==> config.mk <==
export PLATFORM = sky130hd
export DESIGN_NAME = credential_pattern_scanner
export DESIGN_NICKNAME = d
export VERILOG_FILES = /design/src/hw/rtl/cps_pkg.sv /design/src/hw/rtl/cps_scan_core.sv /design/src/hw/rtl/credential_pattern_scanner.sv
export SDC_FILE = /design/constraint.sdc
export NUM_CORES = 1
export LEC_CHECK = 0
export ABC_AREA = 1
export ABC_CLOCK_PERIOD_IN_PS = 2800
export BUFFER_PORTS_ARGS = -buffer_cell sky130_fd_sc_hd__buf_2
export CORE_MARGIN = 2
export CORE_UTILIZATION = 55
export CTS_CLUSTER_SIZE = 30
export DETAILED_ROUTE_END_ITERATION = 8
export PLACE_DENSITY_LB_ADDON = 0.15
export SETUP_SLACK_MARGIN = 0.2
export SLEW_MARGIN = 10
export SYNTH_ARGS = -nofsm -noshare
export SYNTH_HDL_FRONTEND = slang
export SYNTH_HIERARCHICAL = 1
export SYNTH_SLANG_ARGS = --single-unit
==> constraint.sdc <==
create_clock -name aclk -period 2.8 [get_ports aclk]
set_clock_uncertainty 0.1 [all_clocks]
set_input_delay 0 -clock aclk [delete_from_list [all_inputs] [get_ports aclk]]
set_output_delay 0 -clock aclk [all_outputs]
set_load 0.05 [all_outputs]
==> src/hw/rtl/cps_pkg.sv <==
// Shared types, pattern constants and byte classifiers for the credential pattern scanner.
// Used by cps_scan_core and credential_pattern_scanner; depends on nothing else.

package cps_pkg;

    // One request on the input channel.
    typedef struct packed {
        logic [7:0] text_byte;
        logic       byte_present;
        logic       end_of_text;
    } cps_item_t;

    // Progress of the AKIA checker: looking for the first AKIA, checking its tail, or settled.
    typedef enum logic [1:0] {
        AK_SEARCH = 2'd0,
        AK_TAIL   = 2'd1,
        AK_DONE   = 2'd2
    } akia_phase_t;

    // Complete per-string scan state.
    typedef struct packed {
        akia_phase_t akia_phase;
        logic [1:0]  akia_progress;
        logic [4:0]  akia_tail_count;
        logic        akia_found;
        logic [1:0]  ghp_progress;
        logic        ghp_found;
        logic [1:0]  sk_progress;
        logic        sk_found;
        logic [3:0]  begin_progress;
        logic        begin_found;
        logic [3:0]  privkey_progress;
        logic        privkey_found;
        logic [7:0]  blob_run;
        logic        blob_found;
    } scan_state_t;

    localparam logic [7:0] MIN_BLOB_RUN_RESET = 8'd32;
    localparam logic [4:0] AKIA_TAIL_LEN      = 5'd16;
    localparam logic [7:0] BLOB_RUN_MAX       = 8'hFF;

    // Pattern lengths, as values the 4-bit progress counters reach on a full match.
    localparam logic [3:0] LEN_AKIA    = 4'd4;
    localparam logic [3:0] LEN_GHP     = 4'd4;
    localparam logic [3:0] LEN_SK      = 4'd3;
    localparam logic [3:0] LEN_BEGIN   = 4'd10;
    localparam logic [3:0] LEN_PRIVKEY = 4'd11;

    // The dash run of "-----BEGIN" is the only prefix that overlaps itself.
    localparam logic [3:0] BEGIN_DASH_RUN = 4'd5;
    localparam logic [7:0] CHAR_DASH      = 8'h2D;

    localparam logic [7:0] PAT_AKIA [4] = '{8'h41, 8'h4B, 8'h49, 8'h41};
    localparam logic [7:0] PAT_GHP  [4] = '{8'h67, 8'h68, 8'h70, 8'h5F};
    localparam logic [7:0] PAT_SK   [3] = '{8'h73, 8'h6B, 8'h2D};
    localparam logic [7:0] PAT_BEGIN [10] = '{8'h2D, 8'h2D, 8'h2D, 8'h2D, 8'h2D,
                                              8'h42, 8'h45, 8'h47, 8'h49, 8'h4E};
    localparam logic [7:0] PAT_PRIVKEY [11] = '{8'h50, 8'h52, 8'h49, 8'h56, 8'h41, 8'h54,
                                                8'h45, 8'h20, 8'h4B, 8'h45, 8'h59};

    // One step of a prefix matcher whose pattern repeats its first character nowhere
    // at a border: extend on a match, otherwise restart on the first character.
    function automatic logic [3:0] match_step(input logic [3:0] s, input logic [7:0] c,
                                              input logic [7:0] pat_at_s,
                                              input logic [7:0] pat_first);
        logic [3:0] nxt;
        if (c == pat_at_s) begin
            nxt = s + 4'd1;
        end else if (c == pat_first) begin
            nxt = 4'd1;
        end else begin
            nxt = 4'd0;
        end
        return nxt;
    endfunction

    function automatic logic is_upper_or_digit(input logic [7:0] c);
        return ((c >= 8'h41) && (c <= 8'h5A)) || ((c >= 8'h30) && (c <= 8'h39));
    endfunction

    // Letters, digits and the base64 / underscore punctuation.
    function automatic logic is_key_like(input logic [7:0] c);
        return is_upper_or_digit(c) || ((c >= 8'h61) && (c <= 8'h7A)) ||
               (c == 8'h2F) || (c == 8'h2B) || (c == 8'h3D) || (c == 8'h5F);
    endfunction

endpackage

==> src/hw/rtl/cps_scan_core.sv <==
// Per-string scan state and its one-byte update for the credential pattern scanner.
// Depends on cps_pkg for the item and state types, patterns and byte classifiers.

module cps_scan_core import cps_pkg::*; (
    input  logic       aclk,
    input  logic       aresetn,
    input  logic       step,          // consume item this cycle
    input  cps_item_t  item,
    input  logic [7:0] min_blob_run,
    output logic       hit            // verdict for the string, valid when item ends it
);

    scan_state_t st_reg;
    scan_state_t st_next;
    scan_state_t scan;

    logic [7:0] c;
    logic [3:0] akia_s;
    logic [3:0] ghp_s;
    logic [3:0] sk_s;
    logic [3:0] begin_s;
    logic [3:0] privkey_s;
    logic [4:0] tail_inc;
    logic [7:0] run_inc;

    assign c = item.text_byte;

    // Next prefix position of each matcher for this byte.
    always_comb begin
        akia_s    = match_step({2'b00, st_reg.akia_progress}, c,
                               PAT_AKIA[st_reg.akia_progress], PAT_AKIA[0]);
        ghp_s     = match_step({2'b00, st_reg.ghp_progress}, c,
                               PAT_GHP[st_reg.ghp_progress], PAT_GHP[0]);
        sk_s      = match_step({2'b00, st_reg.sk_progress}, c,
                               PAT_SK[st_reg.sk_progress], PAT_SK[0]);
        privkey_s = match_step(st_reg.privkey_progress, c,
                               PAT_PRIVKEY[st_reg.privkey_progress], PAT_PRIVKEY[0]);
        // A sixth dash keeps the last five dashes as a matched prefix.
        if ((st_reg.begin_progress == BEGIN_DASH_RUN) && (c == CHAR_DASH)) begin
            begin_s = BEGIN_DASH_RUN;
        end else begin
            begin_s = match_step(st_reg.begin_progress, c,
                                 PAT_BEGIN[st_reg.begin_progress], PAT_BEGIN[0]);
        end
        tail_inc = st_reg.akia_tail_count + 5'd1;
        run_inc  = (st_reg.blob_run == BLOB_RUN_MAX) ? st_reg.blob_run
                                                     : st_reg.blob_run + 8'd1;
    end

    // State after scanning the byte, the verdict, and the clear after an end item.
    always_comb begin
        scan = st_reg;
        if (item.byte_present) begin
            case (st_reg.akia_phase)
                AK_SEARCH: begin
                    if (akia_s == LEN_AKIA) begin
                        scan.akia_phase      = AK_TAIL;
                        scan.akia_progress   = 2'd0;
                        scan.akia_tail_count = 5'd0;
                    end else begin
                        scan.akia_progress = akia_s[1:0];
                    end
                end
                AK_TAIL: begin
                    if (is_upper_or_digit(c)) begin
                        scan.akia_tail_count = tail_inc;
                        if (tail_inc >= AKIA_TAIL_LEN) begin
                            scan.akia_found = 1'b1;
                            scan.akia_phase = AK_DONE;
                        end
                    end else begin
                        scan.akia_phase = AK_DONE;
                    end
                end
                default: begin
                end
            endcase

            if (ghp_s == LEN_GHP) begin
                scan.ghp_found    = 1'b1;
                scan.ghp_progress = 2'd0;
            end else begin
                scan.ghp_progress = ghp_s[1:0];
            end

            if (sk_s == LEN_SK) begin
                scan.sk_found    = 1'b1;
                scan.sk_progress = 2'd0;
            end else begin
                scan.sk_progress = sk_s[1:0];
            end

            if (begin_s == LEN_BEGIN) begin
                scan.begin_found    = 1'b1;
                scan.begin_progress = 4'd0;
            end else begin
                scan.begin_progress = begin_s;
            end

            if (privkey_s == LEN_PRIVKEY) begin
                scan.privkey_found    = 1'b1;
                scan.privkey_progress = 4'd0;
            end else begin
                scan.privkey_progress = privkey_s;
            end

            if (is_key_like(c)) begin
                scan.blob_run = run_inc;
                if (run_inc >= min_blob_run) begin
                    scan.blob_found = 1'b1;
                end
            end else begin
                scan.blob_run = 8'd0;
            end
        end

        hit = scan.akia_found | scan.ghp_found | scan.sk_found |
              (scan.begin_found & scan.privkey_found) | scan.blob_found |
              (scan.blob_run >= min_blob_run);

        st_next = st_reg;
        if (step) begin
            st_next = item.end_of_text ? scan_state_t'('0) : scan;
        end
    end

    // Scan state register.
    always_ff @(posedge aclk) begin
        if (!aresetn) begin
            st_reg <= scan_state_t'('0);
        end else begin
            st_reg <= st_next;
        end
    end

endmodule

==> src/hw/rtl/credential_pattern_scanner.sv <==
// Top level of the credential pattern scanner: input register, scan core, result register.
// Depends on cps_pkg and cps_scan_core.
//
// Usage:
//   A string enters on the s_ stream one byte per request. s_tdata carries the byte,
//   s_tuser says whether the byte is valid (0 for an end-only request such as an empty
//   string), and s_tlast marks the last request of the string. For each request with
//   s_tlast high one result leaves on the m_ stream; m_tdata[0] is 1 when the string
//   held an AKIA key, a ghp_ or sk- token, a private key header, or a key-like run of
//   at least min_blob_run bytes. Other requests produce no result. min_blob_run must be
//   written through cfg_valid / cfg_data only while no string is in flight; not enforced.
// Timing:
//   One request is accepted every cycle while s_tready is high. An accepted end request
//   sits in the input register while the scan core forms the verdict, which is loaded
//   into the result register that drives m_tvalid. The result register holds a single
//   result.
//   When the receiver stalls, the result register holds its result and the input
//   register keeps passing bytes; an end request waits in the input register until
//   the result register is free, and s_tready stays low while it waits.
// Reset:
//   aresetn (synchronous, active low) empties both registers, clears the scan state and
//   sets min_blob_run to 32.

module credential_pattern_scanner import cps_pkg::*; (
    input  logic       aclk,
    input  logic       aresetn,
    input  logic       s_tvalid,
    output logic       s_tready,
    input  logic [7:0] s_tdata,     // [7:0] text_byte
    input  logic       s_tuser,     // [0] byte_present
    input  logic       s_tlast,     // end_of_text
    output logic       m_tvalid,
    input  logic       m_tready,
    output logic [7:0] m_tdata,     // [0] secret_found, [7:1] zero
    input  logic       cfg_valid,
    output logic       cfg_ready,
    input  logic [7:0] cfg_data     // min_blob_run
);

    logic       in_valid_reg;
    logic       in_valid_next;
    cps_item_t  in_item_reg;
    logic       out_valid_reg;
    logic       out_valid_next;
    logic       out_found_reg;
    logic [7:0] min_blob_run_reg;
    logic       out_free;
    logic       in_fire;
    logic       s_fire;
    logic       core_hit;

    // Handshake: an end request moves on only when the result register has room.
    assign out_free  = !out_valid_reg || m_tready;
    assign in_fire   = in_valid_reg && (!in_item_reg.end_of_text || out_free);
    assign s_tready  = !in_valid_reg || in_fire;
    assign s_fire    = s_tvalid && s_tready;
    assign cfg_ready = 1'b1;

    assign in_valid_next = s_fire ? 1'b1 : (in_fire ? 1'b0 : in_valid_reg);

    always_comb begin
        out_valid_next = out_valid_reg;
        if (in_fire && in_item_reg.end_of_text) begin
            out_valid_next = 1'b1;
        end else if (m_tready) begin
            out_valid_next = 1'b0;
        end
    end

    // Valid flags and the configuration register.
    always_ff @(posedge aclk) begin
        if (!aresetn) begin
            in_valid_reg     <= 1'b0;
            out_valid_reg    <= 1'b0;
            min_blob_run_reg <= MIN_BLOB_RUN_RESET;
        end else begin
            in_valid_reg  <= in_valid_next;
            out_valid_reg <= out_valid_next;
            if (cfg_valid && cfg_ready) begin
                min_blob_run_reg <= cfg_data;
            end
        end
    end

    // Payload registers.
    always_ff @(posedge aclk) begin
        if (s_fire) begin
            in_item_reg.text_byte    <= s_tdata;
            in_item_reg.byte_present <= s_tuser;
            in_item_reg.end_of_text  <= s_tlast;
        end
        if (in_fire && in_item_reg.end_of_text) begin
            out_found_reg <= core_hit;
        end
    end

    cps_scan_core u_scan (
        .aclk         (aclk),
        .aresetn      (aresetn),
        .step         (in_fire),
        .item         (in_item_reg),
        .min_blob_run (min_blob_run_reg),
        .hit          (core_hit)
    );

    assign m_tvalid = out_valid_reg;
    assign m_tdata  = {7'd0, out_found_reg};

endmodule
# --- Word level (Yosys, flattened, before mapping) ---
# Memories as Yosys holds them, arrays and structs flattened.
# Index checks and enable logic that the tools add are counted.
classes:
  eq_ne: 25
  addsub: 7
  muxes: 53
  bitwise_logic: 11
  n_lt_le_gt_ge: 14
  shift: 0
  n_reduce_logical: 29
  mul: 0
  div: 0
ops:
  columns: ["cell", "count"]
  rows:
  - ["8-bit 2-to-1 mux", 12]
  - ["35-bit 2-to-1 mux", 2]
  - ["8-bit binary-select mux with 2-bit select", 3]
  - ["8-bit by 7-bit equality test with 1-bit output, second input constant", 5]
  - ["8-bit equality test", 5]
  - ["8-bit by 6-bit equality test with 1-bit output, second input constant", 4]
  - ["4-bit 2-to-1 mux", 8]
  - ["1-bit 2-to-1 mux", 17]
  - ["8-bit by 7-bit >= comparator with 1-bit output, second input constant", 2]
  - ["8-bit >= comparator", 2]
  - ["8-bit by 7-bit less-or-equal comparator with 1-bit output, second input constant", 2]
  - ["5-bit >= comparator, second input constant", 3]
  - ["2-bit 2-to-1 mux", 7]
  - ["4-bit by 3-bit equality test with 1-bit output, second input constant", 3]
  - ["4-bit inverter with 5-bit output", 2]
  - ["5-bit one-hot mux with 2 select lines", 1]
  - ["5-bit AND reduction", 2]
  - ["2-bit by 1-bit adder with 3-bit output, second input constant", 3]
  - ["3-bit >= comparator, second input constant", 3]
  - ["1-bit logical OR", 9]
  - ["2-bit inverter with 3-bit output", 3]
  - ["4-bit by 1-bit adder with 4-bit output, second input constant", 2]
  - ["8-bit by 1-bit adder with 8-bit output, second input constant", 1]
  - ["4-bit equality test, second input constant", 2]
  - ["other kinds (20)", 36]
totals:
  regBits: 56
  n_memories: 2
  out_inout_bits: 11
  latchBits: 0
  ramBits: 0
  mem_bits_ro: 256
memory_table:
  columns: ["name", "depth", "width", "rd", "rd_clocked_by_memory_dff", "write_ports", "line_no", "text"]
  rows:
  - ["(no name shown)", 16, 8, 1, 0, 0, "cps_scan_core.sv:37", "PAT_PRIVKEY[st_reg.privkey_progress], PAT_PRIVKEY[0]);"]
  - ["(no name shown)", 16, 8, 1, 0, 0, "cps_scan_core.sv:43", "PAT_BEGIN[st_reg.begin_progress], PAT_BEGIN[0]);"]

# --- Logic depth before layout (Yosys ltp) ---
# Gate-level depths: netlist of the first run.
depth:
  depth_word: 15
  ltp_mapped: 27
  ltp_nobuf: 27

# --- Cells and area by module ---
# The synthesis of the first run kept the hierarchy.
by_module_without_submodules:
  columns: ["mod", "area_each_um2", "seq_area_each_um2", "instances", "cells_per_inst"]
  rows:
  - ["cps_scan_core", 3741.1, 700.7, 1, 608]
  - ["credential_pattern_scanner", 792.0, 530.5, 1, 75]

# --- Worst setup path after synthesis of the first run ---
# No wires, ideal clock.
synth_timing:
  path_kind: "register -> register"
  start: "reg in_item_reg[9] in the netlist's numbering"
  end: "reg out_found_reg (data pin)"
  slack_ns: 0.003
  synth_period_minus_slack_ns: 2.797
  setup_ns: 0.253
  stages_incl_launch_ff: 25
  t_arrival_ns: 2.444
  path_cell_list: "edfxtp_1 nor2_1 nand3_1 or2_0 nand3_1 a21oi_2 nand2_4 nand3_1 nand2_1 inv_1 ha_1 o21ai_0 nand2_1 nand2_1 nand2_1 nand2_1 nand2_1 nand2_1 nand2_1 nand2_1 nand2_1 nand2_1 nand2_1 nor2_1 nand2_1"
synth_via:
  elab_chain_cells: 12
synth_lines:
  columns: ["element", "line_no", "text"]
  rows:
  - ["start: declaration", "credential_pattern_scanner.sv:42", "cps_item_t in_item_reg;"]
  - ["8-bit by 7-bit >= comparator with 1-bit output, or another cell as far along", "cps_pkg.sv:78", "return ((c >= 8'h41) && (c <= 8'h5A)) || ((c >= 8'h30) && (c <= 8'h39));"]
  - ["1-bit logical AND", "cps_pkg.sv:78", null]
  - ["1-bit logical OR", "cps_pkg.sv:78", null]
  - ["1-bit logical OR (2 in series)", "cps_pkg.sv:83", "return is_upper_or_digit(c) || ((c >= 8'h61) && (c <= 8'h7A)) ||"]
  - ["1-bit logical OR (3 in series)", "cps_pkg.sv:84", "(c == 8'h2F) || (c == 8'h2B) || (c == 8'h3D) || (c == 8'h5F);"]
  - ["8-bit 2-to-1 mux / 1-bit 2-to-1 mux (equally long branches)", "cps_scan_core.sv:107", "if (is_key_like(c)) begin"]
  - ["35-bit 2-to-1 mux *", "cps_scan_core.sv:53", "if (item.byte_present) begin"]
  - ["8-bit >= comparator / 1-bit bitwise OR (equally long branches)", "cps_scan_core.sv:119, cps_scan_core.sv:118", null]
  - ["1-bit bitwise OR *", "cps_scan_core.sv:118", "(scan.begin_found & scan.privkey_found) | scan.blob_found |"]
  - ["named net core_hit", "credential_pattern_scanner.sv:50", "logic core_hit;"]
  - ["end signal: assignment", "credential_pattern_scanner.sv:93", "out_found_reg <= core_hit;"]
  - ["end: declaration", "credential_pattern_scanner.sv:45", "logic out_found_reg;"]
# The timed path passes the listed nets; every way through them passes the cells marked *. The select of a mux whose other input is x is not followed.
# A chain may end at the register's enable or synchronous reset.

# --- Worst setup path after layout of the first run ---
layout_timing:
  start: "reg in_item_reg[3] in the netlist's numbering"
  end: "reg out_found_reg (data pin)"
# Same word-level chain as after synthesis.

==> run metrics, run 1 <==
status complete, but fails checks; violated checks negative setup slack; Worst Hold Class in2reg; Synth Register Bits 56; Detailed Route Iter0 Violations 163; Cell Rows 33; max_cap viols 0; area grow syn2layout 20.8%; CTS Buf Count 5; Die Y 94.8 um; total grt overflow 0; ys flop type dfxtp_1; Starting Density 0.560; number of synthesized flops with an enable pin 11; PwrDens 323 nW/um^2; largest net degree at the start of global routing 31; antenna viol nets, final 0; WS Path Type reg2reg; DP Worst Slack -47.0 ps; clk_lat worst skew 310 ps; first-pass GRT wire length 20.3 mm; Tightest Pin Transition 1060 ps; WP data arrival 2830 ps; finished layout cell area 5480 um^2; crit path to out_found_reg$_DFFE_PP_; clock slew seen by the registers of the worst setup and hold paths 110 ps; root buffer cell clkbuf_8; Peak Freq 350 MHz; CTS tree done; WL/cell 14.2 um; number of remaining DRC errors 0; Die X 94.8 um; Hold Worst Slack 292 ps; Period Utilization, post-route 1.02; startpoint types flop; endpoints failing setup 1; Hold Vio Cnt, Final 0; share of layout cells above drive strength 1 0.176; die area 8980 um^2; clock sinks 56; mean post-synth cell area 6.64 um^2; Ant. Diodes 0; GR Util All Layers 0.284; worst vdd ir 0.000252 V; Reg2Reg Setup Slack -60 ps; Synth cell types 47; Mapped Area 4530 um^2; Largest register FFs 35; asr flop ratio synth 0; via count 4,725; Required @ worst endpoint 2770 ps; total wire length 12.5 mm; area leader, netlist dfxtp_1; First-pass DRT Iterations 5; min cycle time layout 2860 ps; setup ws final -57.7 ps; worst r2r src in_item_reg[3]$_DFFE_PP_; H-Tree Depth 2; port bufs 25; placed cell areas 4930 um^2; worst hold stages 2; RSZ-0062 raised after global routing yes; Routability Congestion 0.913; Max transition margin 0.294; Worst setup startpoint in_item_reg[3]$_DFFE_PP_; reg2reg path depth 23; initial antenna violation count 0; I/O pin cnt 34; sequential element share of the synthesized area 0.272; core area 8090 um^2; cell with the most instances after synthesis nand2_1; synth top area cells dfxtp_1 20%, nand2_1 15%, ha_1 9.9%; Crit Path Max Fanout 7; CP Capture Type flop; leak pwr 0.00257 uW; most frequent cells after synthesis 187 x nand2_1, 87 x inv_1, 66 x nor2_1, 59 x nand3_1, 45 x dfxtp_1; count of pins over their slew limit 0; worst r2r dst out_found_reg$_DFFE_PP_; hpwl dp 8.88 mm; Ys Warns 6; routed vias/inst 5.34; nets 838; vias in the first global route 4,438; Cells after Synth 683; post-synth top area share 0.199; clk buf depth 2
where the power goes:
part	total (uW)	switching, uW	internal [uW]
combinational	356	212	144
clock	545	269	276
sequential	866	22.0	844
total	1770	504	1260
critical path, cell delays in order, from the launching register on:
cell      delay (ps)
edfxtp_1         490
buf_4            180
nand2_1          110
inv_1             80
nand4_1          100
nand3_1          110
a21oi_2          170
nand2_4           80
buf_4            170
nand3_2           60
nand2_1           70
ha_1             270
nand2_1           60
nand2_1           40
nand2_1           50
nand2_1           50
nand2_1           50
nand2_1           40
nand2_1           50
nand2_1           50
nand2_1           50
nand2_1           50
nor2_1            80
nand2_1           50
worst min path at each step:
stage	from	endpoint	slack, ps
after floorplan	s_tlast	in_item_reg[0]$_DFFE_PP_	-1
after global placement	s_tdata[3]	in_item_reg[5]$_DFFE_PP_	80
after detailed placement	s_tdata[3]	in_item_reg[5]$_DFFE_PP_	80
after CTS	s_tdata[5]	in_item_reg[7]$_DFFE_PP_	290
after global routing	s_tuser	in_item_reg[1]$_DFFE_PP_	290
final	s_tuser	in_item_reg[1]$_DFFE_PP_	290
metrics by stage:
stage | utilization | total power (uW) | setup TNS, ps | instances
6_report | 0.677 | 1770 | -57.7 | 885
5_1_grt | 0.677 | 1850 | -306 | 885
4_1_cts | 0.669 | 1760 | -22.4 | 882
3_5_place_dp | 0.610 | 1180 | -47.0 | 837
3_3_place_gp | 0.610 | 1170 | 0 | 837
2_1_floorplan | - | 1080 | 0 | 689
cells by family after synthesis:
family          synth area share
xor+xnor                  0.0309
simple gates               0.350
buf+inv                    0.127
flops                      0.272
compound gates             0.117
other cells              0.00166
mux                      0.00221
fa+ha+maj                 0.0994
final cells by class:
class                      instances  area, um^2
clock inverter                     2        35.0
inverter                          92         345
tap                              105         131
sequential                        56        1230
multi-input combinational        513        2810
clock buffer                       6        76.3
timing repair buffer             111         848
fill                             726        2620
layout by cell type (no fill, tap or decap), types with 25 or more instances in the layout:
cell type	n
nand2_1	186
inv_1	85
nor2_1	61
nand3_1	56
buf_4	55
dfxtp_1	45
a21oi_1	41
ha_1	34
dlygate4sd3_1	31
buf_2	25
repair_timing:
item / 4_1_cts / 5_1_grt
gates cloned: 0 / 0
hold buffers: 31 / 0
setup buffers: 6 / 3
hold endpoints to repair: 23 / 0
pin swaps: 3 / 7
endpoints found under the setup margin: 2 / 2
resized for setup: 3 / 12
layer usage:
metal / vias to the layer above / GRT usage / share of wire
met4: 0 / 0.105 / 0.036
li1: 2371 / - / -
met5: - / 0 / 0
met2: 156 / 0.533 / 0.50
met3: 43 / 0.0383 / 0.051
met1: 2155 / 0.324 / 0.41
Power figures use the tool's default switching activity.
==> inputs of run 2 (changes only) <==
==> constraint.sdc (replaced) <==
create_clock -name aclk -period 2.8 [get_ports aclk]
set_clock_uncertainty 0.1 [all_clocks]
set_input_delay 0.56 -clock aclk [delete_from_list [all_inputs] [get_ports aclk]]
set_output_delay 0.56 -clock aclk [all_outputs]
set_load 0.05 [all_outputs]
==> run metrics, run 2 (same netlist as run 1, synthesis figures left out) <==
min cycle time layout 2790 ps (-65.0 ps); max_cap viols 0 (unchanged); reg2reg path depth 24 (+4.3%); nets 806 (-3.8%); First-pass DRT Iterations 5 (unchanged); Die X 94.8 um (unchanged); worst vdd ir 0.000251 V (-0.58%); hpwl dp 8.99 mm (+1.2%); placed insts 838 (+0.12%); Starting Density 0.560 (unchanged); total wire length 11.3 mm (-10%); via count 4,463 (-5.5%); worst hold stages 1 (-1); clock slew seen by the registers of the worst setup and hold paths 100 ps (about the same); Hold EP in_item_reg[5]$_DFFE_PP_; Slowest-stage cell, CP edfxtp_1; PwrDens 318 nW/um^2 (-1.3%); WP data arrival 2780 ps (-50 ps); met2 wire length 5.60 mm (-11%); most used cell, CP nand2_1; most common cell after layout, fill and taps aside nand2_1; Worst Hold Class in2reg; CTS tree done; count of pins over their slew limit 0 (unchanged); Buf+Inv Stages, Crit Path 4 (+1); CP max stage delay 470 ps (-20 ps); Ant. Diodes 0 (unchanged); startpoint types flop; Period Utilization, post-route 0.997 (-0.0232); finished layout cell area 5170 um^2 (-5.6%); crit path cell chain buf_4, buf_4, inv_2, nor3_2, nand2_1, nand3_1, a21oi_2, nand2_4, buf_4, nand3_2, nand2_1, ha_1, nand2_1, nand2_1, nand2_1, nand2_1, nand2_1, nand2_1, nand2_1, nand2_1, nand2_1, nand2_1, nor2_1, nand2_1; Reg2Reg Setup Slack 7 ps (+60 ps); number of remaining DRC errors 0 (unchanged); Routability Congestion 0.973 (+6.6%); endpoints failing setup 0 (-1); Largest register FFs 35 (unchanged); vias in the first global route 4,015 (-9.5%); clock sinks 56 (unchanged); CP top delay family simple AND/OR/NAND/NOR gates; die area 8980 um^2 (unchanged); GR Util All Layers 0.258 (-0.0261); setup TNS 0 ps (+57.7 ps); Post-Layout Cell Count 853 (-3.6%); Multi-input gate area 2830 um^2 (+0.76%); clk_lat worst skew 310 ps (about the same); H-Tree Depth 2 (unchanged); status complete, no violations; Register Area 1230 um^2 (+0.10%); I/O pin cnt 34 (unchanged); placed cell areas 4940 um^2 (+0.15%); WS Path Type reg2reg; RSZ-0062 raised after global routing yes; overall power 1640 uW (-6.9%); share of layout cells above drive strength 1 0.186 (+0.0102); total grt overflow 0 (unchanged); CP Capture Type flop; M1 WL 4.94 mm (-3.8%); metal3 WL 418 um (-34%); core area 8090 um^2 (unchanged); Peak Freq 358 MHz (+2.3%); Detailed Route Iter0 Violations 200 (+23%); Max transition margin 0.652 (+0.358); worst r2r dst out_found_reg$_DFFE_PP_; port bufs 25 (unchanged); Hold Path Origin s_tdata[3]; most frequent cells in the layout 185 x nand2_1, 85 x inv_1, 61 x nor2_1, 56 x nand3_1, 54 x buf_4; CTS Buf Count 5 (unchanged); Required @ worst endpoint 2780 ps (about the same); fill count 733 (+0.96%); root buffer cell clkbuf_8; worst r2r src in_item_reg[4]$_DFFE_PP_; area grow syn2layout 14.0%; Hold Vio Cnt, Final 0 (unchanged); Die Y 94.8 um (unchanged); WL/cell 13.2 um (-6.6%); routed vias/inst 5.23 (-2.0%); Crit Path Max Fanout 7 (unchanged); first-pass GRT wire length 18.5 mm (-8.9%); top layer used by detailed routing met4; largest net degree at the start of global routing 19 (-39%); clk buf depth 2 (unchanged); Cell Rows 33 (unchanged); leak pwr 0.00243 uW (-5.7%); initial antenna violation count 0 (unchanged); antenna viol nets, final 0 (unchanged); Tightest Pin Transition 522 ps (-537 ps)
==> run 2: changes by cell type in the layout (fill, tap and decap cells not counted), sizes merged <==
cell         previous run  this run
dlygate4sd3            31         0
buf                    80        79
bufinv                  1         0
clkbuf                  6         7
clkinv                  1         0
clkinvlp                0         1
==> run 2: routing by layer <==
| layer | vias up | global-route usage |
|---|---|---|
| li1 | 2304 | - |
| met1 | 2036 | 0.312 |
| met2 | 95 | 0.467 |
| met3 | 28 | 0.0311 |
| met4 | 0 | 0.0906 |
| met5 | - | 0 |
==> run 2: timing repair <==
action | 4_1_cts | 5_1_grt
gates resized for setup | 2 | 18
hold buffers | 0 | 0
setup endpoints to repair | 1 | 3
setup buffers | 1 | 6
pin swaps | 2 | 3
==> run 2: worst max-delay path by stage <==
stage | from | endpoint | slack [ps] | cells after the start
after floorplan | in_item_reg[9]$_DFFE_PP_ | out_found_reg$_DFFE_PP_ | 80 | 24
after global placement | in_item_reg[9]$_DFFE_PP_ | out_found_reg$_DFFE_PP_ | 20 | 16
after detailed placement | in_item_reg[9]$_DFFE_PP_ | out_found_reg$_DFFE_PP_ | -110 | 16
after CTS | in_item_reg[9]$_DFFE_PP_ | out_found_reg$_DFFE_PP_ | -40 | 24
after global routing | in_item_reg[3]$_DFFE_PP_ | out_found_reg$_DFFE_PP_ | -230 | 23
final | in_item_reg[4]$_DFFE_PP_ | out_found_reg$_DFFE_PP_ | 7 | 24
==> run 2: layout make-up <==
cell class / count / area share
Multi-Input combinational cell: 513 / 0.548
Sequential cell: 56 / 0.238
Timing Repair Buffer: 79 / 0.103
Inverter: 92 / 0.0668
Tap cell: 105 / 0.0254
Clock buffer: 7 / 0.0174
Clock inverter: 1 / 0.00145
==> run 2: power breakdown <==
group / switching, uW / internal, uW
clock network: 257 / 211
logic: 198 / 113
registers: 22.4 / 844
==> run 2: per-stage QoR <==
step | hold slack (ps) | worst slack, ps | utilization
after floorplan | 329 | 77.1 | -
after global placement | 342 | 17.2 | 0.611
after detailed placement | 357 | -111 | 0.611
after CTS | 318 | -36.9 | 0.624
after global routing | 313 | -232 | 0.639
final | 322 | 7.29 | 0.639
==> inputs of run 3 (changes only) <==
--- a/config.mk
+++ b/config.mk
@@ -8,7 +8,7 @@
 export ABC_AREA = 1
 export ABC_CLOCK_PERIOD_IN_PS = 2800
 export BUFFER_PORTS_ARGS = -buffer_cell sky130_fd_sc_hd__buf_2
-export CORE_MARGIN = 2
+export CORE_MARGIN = 10
 export CORE_UTILIZATION = 55
 export CTS_CLUSTER_SIZE = 30
 export DETAILED_ROUTE_END_ITERATION = 8
==> run metrics, run 3 (same netlist as run 1, synthesis figures left out) <==
DP Worst Slack -23.6 ps (+87.1 ps); area grow syn2layout 12.9%; CP Capture Type flop; root buffer cell clkbuf_8; I/O pin cnt 34 (unchanged); total wire length 11.8 mm (+4.4%); core area 8130 um^2 (+0.51%); PwrDens 324 nW/um^2 (+1.8%); WP data arrival 2810 ps (+30 ps); Detailed Route Iter0 Violations 244 (+22%); WL/cell 13.9 um (+4.8%); share of layout cells above drive strength 1 0.177 (-0.00865); leak pwr 0.00241 uW (-0.80%); vias in the first global route 4,228 (+5.3%); Largest register FFs 35 (unchanged); routed vias/inst 5.29 (+1.0%); largest net degree at the start of global routing 31 (+12); die area 12,300 um^2 (+37%); Gate power share 0.187 (-0.002); count of pins over their slew limit 0 (unchanged); CP top delay family simple AND/OR/NAND/NOR gates; Reg power frac 0.520 (-0.006); endpoints failing setup 1 (+1); WS Path Type reg2reg; Post-CTS Hold Fix Bufs 0 (unchanged); min cycle time layout 2840 ps (+43.6 ps); setup ws final -36.3 ps (-43.6 ps); switching fraction of total power 0.289 (-0.00137); violated checks negative setup slack; Period Utilization, post-route 1.01 (+0.0156); total grt overflow 0 (unchanged); Buf+Inv Stages, Crit Path 1 (-3); Hold Vio Cnt, Final 0 (unchanged); Worst Hold Class in2reg; clock sinks 56 (unchanged); Peak Freq 353 MHz (-1.5%); first-pass GRT wire length 19.3 mm (+4.3%); status complete, but fails checks; Cell Rows 33 (unchanged); CTS tree done; worst vdd ir 0.000234 V (-6.9%); clk_lat worst skew 310 ps (about the same); GR Util All Layers 0.182 (-0.0756); max_cap viols 0 (unchanged); startpoint types flop; clock share of power 0.293 (+0.008); clock slew seen by the registers of the worst setup and hold paths 100 ps (about the same); CTS Buf Count 5 (unchanged); Starting Density 0.557 (-0.00284); crit path cell chain nor2_1, nand2_1, nor3_1, nor2_1, a21oi_4, nand2_4, buf_4, nand3_2, nand2_1, ha_1, nand2_1, nand2_1, nand2_1, nand2_1, nand2_1, nand2_1, nand2_1, nand2_1, nand2_1, nand2_1, nor2_1, nand2_1; Hold Worst Slack 318 ps (-3.41 ps); clk buf depth 2 (unchanged); most frequent cells in the layout 186 x nand2_1, 84 x inv_1, 64 x nor2_1, 57 x nand3_1, 51 x buf_4; nets 803 (-0.37%); Psw 479 uW (+0.31%); Required @ worst endpoint 2770 ps (about the same); Die X 111 um (+17%); Max transition margin 0.644 (-0.00809); number of remaining DRC errors 0 (unchanged); First-pass DRT Iterations 5 (unchanged); Die Y 111 um (+17%); H-Tree Depth 2 (unchanged); via count 4,493 (+0.67%); Ant. Diodes 0 (unchanged); Crit Path Max Fanout 7 (unchanged); CP max stage delay 490 ps (+20 ps); antenna viol nets, final 0 (unchanged); internal power 1180 uW (+0.98%); hpwl dp 9.40 mm (+4.5%); Routability Congestion 0.935 (-3.9%); port bufs 25 (unchanged); Tightest Pin Transition 534 ps (+12.1 ps); most used cell, CP nand2_1; RSZ-0062 raised after global routing yes; utilization after layout 0.629 (-0.00955); initial antenna violation count 0 (unchanged); most common cell after layout, fill and taps aside nand2_1; Slowest-stage cell, CP edfxtp_1
## run 3: cell count changes in the layout (fill, tap and decap cells not counted), sizes merged
cell	previous run	this run
clkinvlp	1	0
buf	79	76
clkbuf	7	8
## run 3: final timing paths
kind | from | endpoint | slack, ps | depth (start not counted)
worst max-delay path | in_item_reg[3]$_DFFE_PP_ | out_found_reg$_DFFE_PP_ | -40 | 22
worst min-delay path | s_tdata[5] | in_item_reg[7]$_DFFE_PP_ | 320 | 1
worst max register to register | in_item_reg[3]$_DFFE_PP_ | out_found_reg$_DFFE_PP_ | -40 | 22
worst min register to register | min_blob_run_reg[5]$_SDFFE_PN1P_ | min_blob_run_reg[5]$_SDFFE_PN1P_ | 370 | 2
## run 3: repair_timing
| item | in CTS | in global routing |
|---|---|---|
| resized for setup | 2 | 13 |
| setup buffers | 2 | 2 |
| pin swaps | 2 | 2 |
| setup endpoints to repair | 1 | 7 |
## run 3: final cells by class
type	count	area, um^2
Fill cell	759	3020
Multi-Input combinational cell	513	2800
Sequential cell	56	1230
Timing Repair Buffer	76	508
Inverter	92	345
Tap cell	105	131
Clock buffer	8	100
## run 3: stage by stage
stage | power [uW] | area (um^2) | setup TNS, ps | cells
2_1_floorplan | 1080 | 4560 | 0 | 689
3_3_place_gp | 1170 | 4940 | 0 | 838
3_5_place_dp | 1180 | 4940 | -23.6 | 838
4_1_cts | 1660 | 5070 | 0 | 848
5_1_grt | 1730 | 5120 | -290 | 850
6_report | 1660 | 5120 | -36.3 | 850
## run 3: metal layers
layer / track usage / part of all wire
met2: 0.328 / 0.49
met5: 0 / 0
met1: 0.202 / 0.42
met4: 0.0903 / 0.041
met3: 0.0287 / 0.045
## run 3: power groups by stage
stage	registers [uW]	logic, uW	clock network, uW
after CTS	862	300	499
after global placement	880	291	0
after global routing	866	340	526
after detailed placement	881	296	0
after floorplan	878	205	0
final	863	310	485
